### src/hbcp_pkg.sv
package hbcp_pkg;

    // Payload widths
    localparam int CMD_WIDTH    = 16;
    localparam int PERIOD_WIDTH = 16;
    localparam int GEAR_W       = 16;
    localparam int LIM_W        = 15;
    localparam int FRAC_BITS    = 8;
    localparam int REQ_W        = 2;

    // Datapath widths
    localparam int MAG_W    = CMD_WIDTH + 1;
    localparam int PROD_W   = MAG_W + GEAR_W;
    localparam int SCALED_W = PROD_W - FRAC_BITS;
    localparam int DIVD_W   = LIM_W + PERIOD_WIDTH;
    localparam int DIV_W    = DIVD_W + (DIVD_W % 2);
    localparam int DIV_STEPS = DIV_W / 2;
    localparam int DIV_CNT_W = $clog2(DIV_STEPS);
    localparam int REM_W    = LIM_W + 1;

    // Job queue
    localparam int QUEUE_DEPTH = 2;
    localparam int QPTR_W      = $clog2(QUEUE_DEPTH);
    localparam int QCNT_W      = $clog2(QUEUE_DEPTH + 1);

    // Configuration port
    localparam int CFG_ADDR_W = 3;
    localparam int CFG_DATA_W = (PERIOD_WIDTH > GEAR_W) ? PERIOD_WIDTH : GEAR_W;

    localparam logic [CFG_ADDR_W-1:0] REG_GEAR    = 3'd0;
    localparam logic [CFG_ADDR_W-1:0] REG_MAX_VEL = 3'd1;
    localparam logic [CFG_ADDR_W-1:0] REG_MIN_VEL = 3'd2;
    localparam logic [CFG_ADDR_W-1:0] REG_MAX_TRQ = 3'd3;
    localparam logic [CFG_ADDR_W-1:0] REG_REVERSE = 3'd4;
    localparam logic [CFG_ADDR_W-1:0] REG_PERIOD  = 3'd5;

    localparam logic [GEAR_W-1:0]       GEAR_RST    = GEAR_W'(256);
    localparam logic [LIM_W-1:0]        MAX_VEL_RST = LIM_W'(25600);
    localparam logic [LIM_W-1:0]        MIN_VEL_RST = LIM_W'(0);
    localparam logic [LIM_W-1:0]        MAX_TRQ_RST = LIM_W'(5120);
    localparam logic [PERIOD_WIDTH-1:0] PERIOD_RST  = PERIOD_WIDTH'(999);

    // Request kinds
    localparam logic [REQ_W-1:0] REQ_VEL = 2'd0;
    localparam logic [REQ_W-1:0] REQ_TRQ = 2'd1;
    localparam logic [REQ_W-1:0] REQ_EN  = 2'd2;
    localparam logic [REQ_W-1:0] REQ_DIS = 2'd3;

    // Stream layout
    localparam int S_TDATA_W  = ((CMD_WIDTH + 7) / 8) * 8;
    localparam int M_FIELDS_W = PERIOD_WIDTH + 2 + 2 * CMD_WIDTH;
    localparam int M_TDATA_W  = ((M_FIELDS_W + 7) / 8) * 8;
    localparam int M_TUSER_W  = 2;
    localparam int M_CW_BIT   = 0;
    localparam int M_DW_BIT   = 1;
    localparam int M_DIR_BIT  = PERIOD_WIDTH;
    localparam int M_RUN_BIT  = PERIOD_WIDTH + 1;

    typedef struct packed {
        logic [GEAR_W-1:0]       gear;
        logic [LIM_W-1:0]        max_vel;
        logic [LIM_W-1:0]        min_vel;
        logic [LIM_W-1:0]        max_trq;
        logic                    rev;
        logic [PERIOD_WIDTH-1:0] period;
    } cfg_t;

    // One classified item, handed from front to back
    typedef struct packed {
        logic                 need_div;
        logic                 use_trq;
        logic [LIM_W-1:0]     mag;
        logic                 cw;
        logic                 dw;
        logic                 dv;
        logic                 running;
        logic [CMD_WIDTH-1:0] vel;
        logic [CMD_WIDTH-1:0] trq;
    } job_t;

endpackage

### src/hbcp_front.sv
module hbcp_front (
    input  logic                            aclk,
    input  logic                            aresetn,
    input  logic                            in_valid,
    output logic                            in_ready,
    input  logic [hbcp_pkg::REQ_W-1:0]      in_req,
    input  logic [hbcp_pkg::CMD_WIDTH-1:0]  in_cmd,
    input  hbcp_pkg::cfg_t                  cfg,
    input  logic                            q_full,
    output logic                            push,
    output hbcp_pkg::job_t                  job
);

    localparam logic [1:0] F_IDLE = 2'd0;
    localparam logic [1:0] F_MUL  = 2'd1;
    localparam logic [1:0] F_CLS  = 2'd2;

    logic [1:0]                          state_reg, state_next;
    logic [hbcp_pkg::REQ_W-1:0]          req_reg;
    logic                                neg_reg;
    logic [hbcp_pkg::MAG_W-1:0]          abs_reg;
    logic [hbcp_pkg::SCALED_W-1:0]       scaled_reg;
    logic                                enabled_reg, enabled_next;
    logic [hbcp_pkg::CMD_WIDTH-1:0]      vel_reg, vel_next;
    logic [hbcp_pkg::CMD_WIDTH-1:0]      trq_reg, trq_next;

    logic [hbcp_pkg::MAG_W-1:0]          cmd_ext;
    logic [hbcp_pkg::PROD_W-1:0]         prod;
    logic [hbcp_pkg::LIM_W-1:0]          lim;
    logic                                over;
    logic                                below;
    logic [hbcp_pkg::LIM_W-1:0]          clamped;
    logic [hbcp_pkg::CMD_WIDTH-1:0]      clamped_ext;
    logic [hbcp_pkg::CMD_WIDTH-1:0]      signed_val;
    logic                                nonzero;
    logic                                dir;

    assign in_ready = (state_reg == F_IDLE);
    assign push     = (state_reg == F_CLS) && !q_full;

    // Sign-extended incoming command, one bit wider so that the magnitude of the most negative value fits
    assign cmd_ext = {in_cmd[hbcp_pkg::CMD_WIDTH-1], in_cmd};

    // Gear scaling
    assign prod = hbcp_pkg::PROD_W'(abs_reg) * hbcp_pkg::PROD_W'(cfg.gear);

    // Clamp against the limit of the mode and compare against the minimum velocity
    assign lim   = (req_reg == hbcp_pkg::REQ_TRQ) ? cfg.max_trq : cfg.max_vel;
    assign over  = scaled_reg > hbcp_pkg::SCALED_W'(lim);
    assign below = !over && (scaled_reg < hbcp_pkg::SCALED_W'(cfg.min_vel));
    assign clamped     = over ? lim : scaled_reg[hbcp_pkg::LIM_W-1:0];
    assign clamped_ext = hbcp_pkg::CMD_WIDTH'(clamped);
    assign signed_val  = neg_reg ? (hbcp_pkg::CMD_WIDTH'(0) - clamped_ext) : clamped_ext;
    assign nonzero     = (clamped != '0);
    assign dir         = (nonzero && !neg_reg) ? !cfg.rev : cfg.rev;

    // Classify the item and compute the next stored state
    always_comb begin
        enabled_next = enabled_reg;
        vel_next     = vel_reg;
        trq_next     = trq_reg;
        job          = '0;
        job.mag      = clamped;
        job.use_trq  = (req_reg == hbcp_pkg::REQ_TRQ);
        unique case (req_reg)
            hbcp_pkg::REQ_EN: begin
                enabled_next = 1'b1;
            end
            hbcp_pkg::REQ_DIS: begin
                enabled_next = 1'b0;
                job.cw       = 1'b1;
            end
            hbcp_pkg::REQ_VEL: begin
                if (enabled_reg) begin
                    job.cw = 1'b1;
                    if (below) begin
                        vel_next = '0;
                    end else begin
                        vel_next     = signed_val;
                        job.dw       = 1'b1;
                        job.dv       = dir;
                        job.need_div = nonzero;
                    end
                end
            end
            hbcp_pkg::REQ_TRQ: begin
                if (enabled_reg) begin
                    trq_next     = signed_val;
                    job.dw       = 1'b1;
                    job.dv       = dir;
                    job.cw       = (cfg.max_trq != '0);
                    job.need_div = nonzero;
                end
            end
        endcase
        job.running = enabled_next;
        job.vel     = vel_next;
        job.trq     = trq_next;
    end

    // Sequence: accept, multiply, classify and push
    always_comb begin
        state_next = state_reg;
        unique case (state_reg)
            F_IDLE:  if (in_valid) state_next = F_MUL;
            F_MUL:   state_next = F_CLS;
            F_CLS:   if (!q_full) state_next = F_IDLE;
            default: state_next = F_IDLE;
        endcase
    end

    always_ff @(posedge aclk) begin
        if (!aresetn) begin
            state_reg   <= F_IDLE;
            enabled_reg <= 1'b0;
            vel_reg     <= '0;
            trq_reg     <= '0;
        end else begin
            state_reg <= state_next;
            if (push) begin
                enabled_reg <= enabled_next;
                vel_reg     <= vel_next;
                trq_reg     <= trq_next;
            end
        end
    end

    // Hold the item payload
    always_ff @(posedge aclk) begin
        if (in_valid && in_ready) begin
            req_reg <= in_req;
            neg_reg <= in_cmd[hbcp_pkg::CMD_WIDTH-1];
            abs_reg <= in_cmd[hbcp_pkg::CMD_WIDTH-1] ? (hbcp_pkg::MAG_W'(0) - cmd_ext) : cmd_ext;
        end
        if (state_reg == F_MUL) begin
            scaled_reg <= prod[hbcp_pkg::PROD_W-1:hbcp_pkg::FRAC_BITS];
        end
    end

endmodule

### src/hbcp_queue.sv
module hbcp_queue (
    input  logic            aclk,
    input  logic            aresetn,
    input  logic            push,
    input  hbcp_pkg::job_t  push_job,
    input  logic            pop,
    output hbcp_pkg::job_t  pop_job,
    output logic            full,
    output logic            empty
);

    hbcp_pkg::job_t                slot_reg [hbcp_pkg::QUEUE_DEPTH];
    logic [hbcp_pkg::QPTR_W-1:0]   wr_ptr_reg;
    logic [hbcp_pkg::QPTR_W-1:0]   rd_ptr_reg;
    logic [hbcp_pkg::QCNT_W-1:0]   count_reg;

    assign full    = (count_reg == hbcp_pkg::QCNT_W'(hbcp_pkg::QUEUE_DEPTH));
    assign empty   = (count_reg == '0);
    assign pop_job = slot_reg[rd_ptr_reg];

    // Advance pointers and occupancy
    always_ff @(posedge aclk) begin
        if (!aresetn) begin
            wr_ptr_reg <= '0;
            rd_ptr_reg <= '0;
            count_reg  <= '0;
        end else begin
            if (push) begin
                wr_ptr_reg <= (wr_ptr_reg == hbcp_pkg::QPTR_W'(hbcp_pkg::QUEUE_DEPTH - 1))
                              ? '0 : wr_ptr_reg + 1'b1;
            end
            if (pop) begin
                rd_ptr_reg <= (rd_ptr_reg == hbcp_pkg::QPTR_W'(hbcp_pkg::QUEUE_DEPTH - 1))
                              ? '0 : rd_ptr_reg + 1'b1;
            end
            if (push && !pop) begin
                count_reg <= count_reg + 1'b1;
            end else if (pop && !push) begin
                count_reg <= count_reg - 1'b1;
            end
        end
    end

    // Store entries
    always_ff @(posedge aclk) begin
        if (push) begin
            slot_reg[wr_ptr_reg] <= push_job;
        end
    end

endmodule

### src/hbcp_back.sv
module hbcp_back (
    input  logic                                aclk,
    input  logic                                aresetn,
    input  hbcp_pkg::cfg_t                      cfg,
    input  logic                                q_empty,
    input  hbcp_pkg::job_t                      q_job,
    output logic                                pop,
    output logic                                out_valid,
    input  logic                                out_ready,
    output logic [hbcp_pkg::M_TDATA_W-1:0]      out_data,
    output logic [hbcp_pkg::M_TUSER_W-1:0]      out_user
);

    localparam logic [1:0] B_IDLE = 2'd0;
    localparam logic [1:0] B_MUL  = 2'd1;
    localparam logic [1:0] B_DIV  = 2'd2;
    localparam logic [1:0] B_OUT  = 2'd3;

    logic [1:0]                            state_reg, state_next;
    hbcp_pkg::job_t                        job_reg;
    logic [hbcp_pkg::DIV_W-1:0]            dq_reg;
    logic [hbcp_pkg::REM_W-1:0]            rem_reg;
    logic [hbcp_pkg::DIV_CNT_W-1:0]        cnt_reg;
    logic                                  valid_reg;
    logic [hbcp_pkg::M_TDATA_W-1:0]        data_reg;
    logic [hbcp_pkg::M_TUSER_W-1:0]        user_reg;

    logic [hbcp_pkg::REM_W-1:0]            divisor;
    logic [hbcp_pkg::REM_W-1:0]            t1, r1, t2, r2;
    logic                                  ge1, ge2;
    logic                                  load;
    logic [hbcp_pkg::PERIOD_WIDTH-1:0]     cv;

    assign pop       = (state_reg == B_IDLE) && !q_empty;
    assign load      = (state_reg == B_OUT) && (!valid_reg || out_ready);
    assign out_valid = valid_reg;
    assign out_data  = data_reg;
    assign out_user  = user_reg;

    // Two restoring division steps per cycle
    assign divisor = hbcp_pkg::REM_W'(job_reg.use_trq ? cfg.max_trq : cfg.max_vel);
    assign t1  = {rem_reg[hbcp_pkg::REM_W-2:0], dq_reg[hbcp_pkg::DIV_W-1]};
    assign ge1 = (t1 >= divisor);
    assign r1  = ge1 ? (t1 - divisor) : t1;
    assign t2  = {r1[hbcp_pkg::REM_W-2:0], dq_reg[hbcp_pkg::DIV_W-2]};
    assign ge2 = (t2 >= divisor);
    assign r2  = ge2 ? (t2 - divisor) : t2;

    assign cv = job_reg.need_div ? dq_reg[hbcp_pkg::PERIOD_WIDTH-1:0] : '0;

    always_comb begin
        state_next = state_reg;
        unique case (state_reg)
            B_IDLE: if (!q_empty) state_next = q_job.need_div ? B_MUL : B_OUT;
            B_MUL:  state_next = B_DIV;
            B_DIV:  if (cnt_reg == hbcp_pkg::DIV_CNT_W'(hbcp_pkg::DIV_STEPS - 1)) begin
                        state_next = B_OUT;
                    end
            B_OUT:  if (load) state_next = B_IDLE;
            default: state_next = B_IDLE;
        endcase
    end

    always_ff @(posedge aclk) begin
        if (!aresetn) begin
            state_reg <= B_IDLE;
            valid_reg <= 1'b0;
        end else begin
            state_reg <= state_next;
            if (load) begin
                valid_reg <= 1'b1;
            end else if (out_ready) begin
                valid_reg <= 1'b0;
            end
        end
    end

    // Take the job, form the dividend, iterate the divider
    always_ff @(posedge aclk) begin
        if (pop) begin
            job_reg <= q_job;
        end
        unique case (state_reg)
            B_MUL: begin
                dq_reg  <= hbcp_pkg::DIV_W'(hbcp_pkg::DIVD_W'(job_reg.mag)
                                            * hbcp_pkg::DIVD_W'(cfg.period));
                rem_reg <= '0;
                cnt_reg <= '0;
            end
            B_DIV: begin
                dq_reg  <= {dq_reg[hbcp_pkg::DIV_W-3:0], ge1, ge2};
                rem_reg <= r2;
                cnt_reg <= cnt_reg + 1'b1;
            end
            default: begin
            end
        endcase
    end

    // Output register
    always_ff @(posedge aclk) begin
        if (load) begin
            data_reg <= hbcp_pkg::M_TDATA_W'({job_reg.trq, job_reg.vel, job_reg.running,
                                              job_reg.dv, cv});
            user_reg <= {job_reg.dw, job_reg.cw};
        end
    end

endmodule

### src/hbridge_command_to_pwm.sv
// H-bridge command to PWM drive.
// Input stream: s_tuser carries the request kind (velocity, torque, enable,
// disable), s_tdata the signed Q8.8 command. Every accepted transaction gives
// exactly one result transaction on the m_ side: compare and direction values
// with their written flags in m_tuser, plus the running flag and the stored
// velocity and torque commands in m_tdata.
// Configuration registers are written through cfg_we/cfg_addr/cfg_wdata; the
// user must do so only while the block is idle: the block does not enforce it.
// Unknown addresses are ignored. An item that produces a nonzero compare goes
// through the gear multiply and clamp in the front and the two-bit-per-cycle
// divider in the back; other items skip the divider. The front takes a new
// item only after it has pushed the last one, and the back takes a new job
// only after it has loaded the last result. A two-entry job queue lets the
// front keep accepting while the back divides or while the result waits.
// Reset (aresetn low, synchronous) restores register defaults, disables the
// drive, clears the stored commands and empties the pipeline. A stalled
// receiver holds the result in the output register; the back and then the
// queue and front fill up and s_tready drops.
module hbridge_command_to_pwm (
    input  logic                                   aclk,
    input  logic                                   aresetn,
    input  logic                                   s_tvalid,
    output logic                                   s_tready,
    // command
    input  logic [hbcp_pkg::S_TDATA_W-1:0]         s_tdata,
    // req_type
    input  logic [hbcp_pkg::REQ_W-1:0]             s_tuser,
    output logic                                   m_tvalid,
    input  logic                                   m_tready,
    // compare_value, direction, pwm_running, velocity_cmd, torque_cmd
    output logic [hbcp_pkg::M_TDATA_W-1:0]         m_tdata,
    // compare_written, direction_written
    output logic [hbcp_pkg::M_TUSER_W-1:0]         m_tuser,
    input  logic                                   cfg_we,
    input  logic [hbcp_pkg::CFG_ADDR_W-1:0]        cfg_addr,
    input  logic [hbcp_pkg::CFG_DATA_W-1:0]        cfg_wdata
);

    hbcp_pkg::cfg_t  cfg_reg;
    hbcp_pkg::job_t  push_job;
    hbcp_pkg::job_t  pop_job;
    logic            push;
    logic            pop;
    logic            q_full;
    logic            q_empty;

    // Configuration registers
    always_ff @(posedge aclk) begin
        if (!aresetn) begin
            cfg_reg.gear    <= hbcp_pkg::GEAR_RST;
            cfg_reg.max_vel <= hbcp_pkg::MAX_VEL_RST;
            cfg_reg.min_vel <= hbcp_pkg::MIN_VEL_RST;
            cfg_reg.max_trq <= hbcp_pkg::MAX_TRQ_RST;
            cfg_reg.rev     <= 1'b0;
            cfg_reg.period  <= hbcp_pkg::PERIOD_RST;
        end else if (cfg_we) begin
            unique case (cfg_addr)
                hbcp_pkg::REG_GEAR:    cfg_reg.gear    <= cfg_wdata[hbcp_pkg::GEAR_W-1:0];
                hbcp_pkg::REG_MAX_VEL: cfg_reg.max_vel <= cfg_wdata[hbcp_pkg::LIM_W-1:0];
                hbcp_pkg::REG_MIN_VEL: cfg_reg.min_vel <= cfg_wdata[hbcp_pkg::LIM_W-1:0];
                hbcp_pkg::REG_MAX_TRQ: cfg_reg.max_trq <= cfg_wdata[hbcp_pkg::LIM_W-1:0];
                hbcp_pkg::REG_REVERSE: cfg_reg.rev     <= cfg_wdata[0];
                hbcp_pkg::REG_PERIOD:  cfg_reg.period  <= cfg_wdata[hbcp_pkg::PERIOD_WIDTH-1:0];
                default: begin
                end
            endcase
        end
    end

    hbcp_front u_front (
        .aclk     (aclk),
        .aresetn  (aresetn),
        .in_valid (s_tvalid),
        .in_ready (s_tready),
        .in_req   (s_tuser),
        .in_cmd   (s_tdata[hbcp_pkg::CMD_WIDTH-1:0]),
        .cfg      (cfg_reg),
        .q_full   (q_full),
        .push     (push),
        .job      (push_job)
    );

    hbcp_queue u_queue (
        .aclk     (aclk),
        .aresetn  (aresetn),
        .push     (push),
        .push_job (push_job),
        .pop      (pop),
        .pop_job  (pop_job),
        .full     (q_full),
        .empty    (q_empty)
    );

    hbcp_back u_back (
        .aclk      (aclk),
        .aresetn   (aresetn),
        .cfg       (cfg_reg),
        .q_empty   (q_empty),
        .q_job     (pop_job),
        .pop       (pop),
        .out_valid (m_tvalid),
        .out_ready (m_tready),
        .out_data  (m_tdata),
        .out_user  (m_tuser)
    );

endmodule

### config.mk
export PLATFORM = sky130hd
export DESIGN_NAME = hbridge_command_to_pwm
export DESIGN_NICKNAME = d
export VERILOG_FILES = /design/src/hbcp_pkg.sv /design/src/hbcp_front.sv /design/src/hbcp_queue.sv /design/src/hbcp_back.sv /design/src/hbridge_command_to_pwm.sv
export SDC_FILE = /design/constraint.sdc
export NUM_CORES = 2
export LEC_CHECK = 0
export BUFFER_PORTS_ARGS = -buffer_cell sky130_fd_sc_hd__buf_2
export CAP_MARGIN = 20
export CORE_UTILIZATION = 65
export DETAILED_ROUTE_END_ITERATION = 10
export GPL_ROUTABILITY_DRIVEN = 1
export PLACE_DENSITY = 0.83
export SYNTH_ARGS = -nofsm -noshare
export SYNTH_HDL_FRONTEND = slang
export SYNTH_SLANG_ARGS = --single-unit
### constraint.sdc
create_clock -name aclk -period 7.6 [get_ports aclk]
set_clock_uncertainty 0.05 [all_clocks]
set_input_delay 0 -clock aclk [delete_from_list [all_inputs] [get_ports aclk]]
set_output_delay 0 -clock aclk [all_outputs]
set_load 0.02 [all_outputs]
==> impl_metrics.yaml <==
synth:
  synthSimpleGateAreaFrac: 0.152
  synth_cells: 3465
  synth_area_mm2: 0.0354
  synth_mux_area_frac: 0.0360
  synth_compound_area_frac: 0.0763
  synth_top_family_by_area: "adder cells"
  ys_warn_count: 0
  synthAdderAreaFrac: 0.313
  synth_area_per_cell_um2: 10.2
  synthArstFlopShare: 0
  synth_edf_count: 307
  yosysUniqueCellTypes: 77
  synthFlopType: "edfxtp_1"
  synth-seq-cells: 428
  synth_xor_area_frac: 0.0250
  ys_seq_area_frac: 0.329
routing:
  avgRoutedWirePerCell_um: 18.9
  wl_met3_um: 6230
  top_layer_used: "met4"
  dr.pass1.iters: 8
  routed_wl_um: 80900
  drt_iter0_drc: 2220
  vias_per_cell: 5.79
  met1_length_um: 32600
  drc: 0
  wl_met2_um: 39000
  drtAntennaViolNets: 0
  vias: 24900
die:
  pin_count: 102
  core_mm2: 0.0538
  initial_core_util: 0.658
  rows: 85
  die_h_um: 235
  design.die.area_mm2: 0.0554
  die-width_um: 235
clocking:
  clock_latency_ns: 0.61
  clockBufferDepth: 3
  cts_root_buf: "clkbuf_16"
  cts_setup_buffers: 0
  tritoncts: "done"
  numCtsBuffers: 46
  path_clk_slew_ns: 0.06
  h-tree-depth: 2
  clkSinkCount: 428
timing:
  min_period_ns: 7.05
  hold_viol_final: 0
  slew_viol_final: 0
  fmax_mhz: 142
  max_slew_margin: 0.316
  rsz0062_at_grt: "no"
  fin_tns_setup_ns: 0
  worstMarginPinSlew_ns: 1.02
  fin_crit_sh: 0.927
  setup-violations-final: 0
place:
  hpwl_um: 60500
  dpl_cell_area_mm2: 0.0365
  port_buffers: 95
  place_inst: 4151
  routabilityCongestion: 0.954
run_status:
  status: "completed"
worst_setup_path:
  r2r-start: "u_back.job_reg[41]$_DFFE_PP_"
  critPathLaunch: "u_back.job_reg[41]$_DFFE_PP_"
  r2r_setup_slack_ns: 0.55
  cp-end-kind: "flip-flop"
  cp-start-kind: "flip-flop"
  worstSetupPathType: "reg2reg"
  crit_required_ns: 7.86
  r2r_cells: 23
  critPathMaxFanout: 16
  arrival_ns: 7.30
  worstSetupEndpoint: "u_back.dq_reg[29]$_DFFE_PP_"
  rr_endpoint: "u_back.dq_reg[29]$_DFFE_PP_"
global_routing:
  grt_pass1_wl_um: 132000
  grt_pass1_vias: 25600
  antenna_found_initial: 1
  overflow: 0
  grt_usage: 0.300
  grt_max_degree: 87
finish:
  instances_no_fill: 4293
  final_common_cell: "nand2_1"
  largest_register_ffs: 106
  stdcell_area_mm2: 0.0386
  area.growth.synth_to_final_pct: 8.95
  final_cell_mix: "536 x nand2_1, 501 x inv_1, 389 x fa_1"
  layout-drive-gt1-share: 0.0834
  nets: 4252
hold_path:
  hp-class: "in2reg"
job:
  drv_cap: 0
-- worst max-delay path: stages, from the launching register on --
cell       delay, ns
edfxtp_1        0.60
and2_1          0.28
fa_1            0.55
inv_1           0.06
fa_1            0.52
inv_1           0.05
fa_1            0.49
inv_1           0.05
fa_1            0.48
inv_1           0.06
fa_1            0.52
inv_1           0.05
fa_1            0.52
inv_1           0.04
ha_1            0.35
o21a_1          0.14
nor2_1          0.09
nor2_1          0.05
a22oi_1         0.28
o21ai_0         0.28
a2111oi_0       0.70
o311ai_0        0.28
xnor2_1         0.18
o21ai_0         0.08
-- worst min-delay path by stage --
stage          startpoint                      endpoint  slack (ns)  cells past startpoint
6_report       s_tuser[0]  u_front.req_reg[0]$_DFFE_PP_        0.07                      2
2_1_floorplan  s_tdata[0]  u_front.abs_reg[0]$_DFFE_PP_        0.05                      0
4_1_cts        s_tuser[0]  u_front.req_reg[0]$_DFFE_PP_        0.05                      2
3_3_place_gp   s_tuser[0]  u_front.req_reg[0]$_DFFE_PP_        0.16                      1
3_5_place_dp   s_tuser[0]  u_front.req_reg[0]$_DFFE_PP_        0.16                      1
5_1_grt        s_tuser[0]  u_front.req_reg[0]$_DFFE_PP_         0.1                      2
-- through the flow --
step / worst slack, ns / hold slack [ns] / util
global placement: 0.736 / 0.161 / 0.678
global route: 0.190 / 0.0953 / 0.717
CTS: 0.596 / 0.0545 / 0.717
detailed placement: 0.630 / 0.159 / 0.678
finish: 0.551 / 0.0726 / 0.717
floorplan: 1.14 / 0.0489 / -
-- cell type report --
type | count | area, µm²
clock buffer | 61 | 1270
antenna | 1 | 2.50
tap | 696 | 871
fill | 3815 | 15200
multi-input combinational | 2399 | 21400
timing repair buffer | 181 | 1270
inverter | 502 | 1880
clock inverter | 25 | 278
sequential | 428 | 11600
-- synthesized netlist by cell type (7+ instances only) --
cell type    n  area, µm²
buf_4        7       52.6
and2_1     298       1860
o21a_1      25        188
nand2b_1    23        144
dfxtp_1    121       2420
a21o_1      28        210
o21ai_1      7       35.0
nand2_1    536       2010
nand4_1     16        100
clkbuf_1   125        469
or3_1       14       87.6
mux2i_1     44        440
a21oi_1     75        375
xor2_1      31        272
edfxtp_1   307       9220
nand3_1     45        225
xnor2_1     70        613
nor2b_1     25        156
fa_1       389       7790
ha_1       263       3290
a21boi_0    68        510
o31ai_1     13       97.6
or4_1       11       82.6
and3_1       9       56.3
mux2_2      72        811
o21ai_0    121        606
o211ai_1     8       60.1
nor4_1       8       50.1
nor3_1      25        125
nor2_1      69        259
inv_1      502       1880
-- layer usage --
metal,vias up,global-route usage
li1,11500,-
met1,12200,0.390
met2,999,0.503
met3,225,0.0575
met4,0,0.111
met5,-,0
-- logic make-up (layout without fill, tap and decap cells) --
| group | Yosys count | after routing |
|---|---|---|
| other cells | 1 | 8 |
| mux | 118 | 118 |
| compound gates | 417 | 417 |
| fa+ha+maj | 652 | 652 |
| buf+inv | 644 | 769 |
| simple gates | 1104 | 1104 |
| flops | 428 | 428 |
| xor+xnor | 101 | 101 |
-- what timing repair did --
item	4_1_cts	5_1_grt
hold buffers	53	0
endpoints found under the hold margin	119	0
resized for setup	0	0
Power is not shown: default switching activity piles up to over one toggle a cycle in this logic, so the estimate is an artifact.
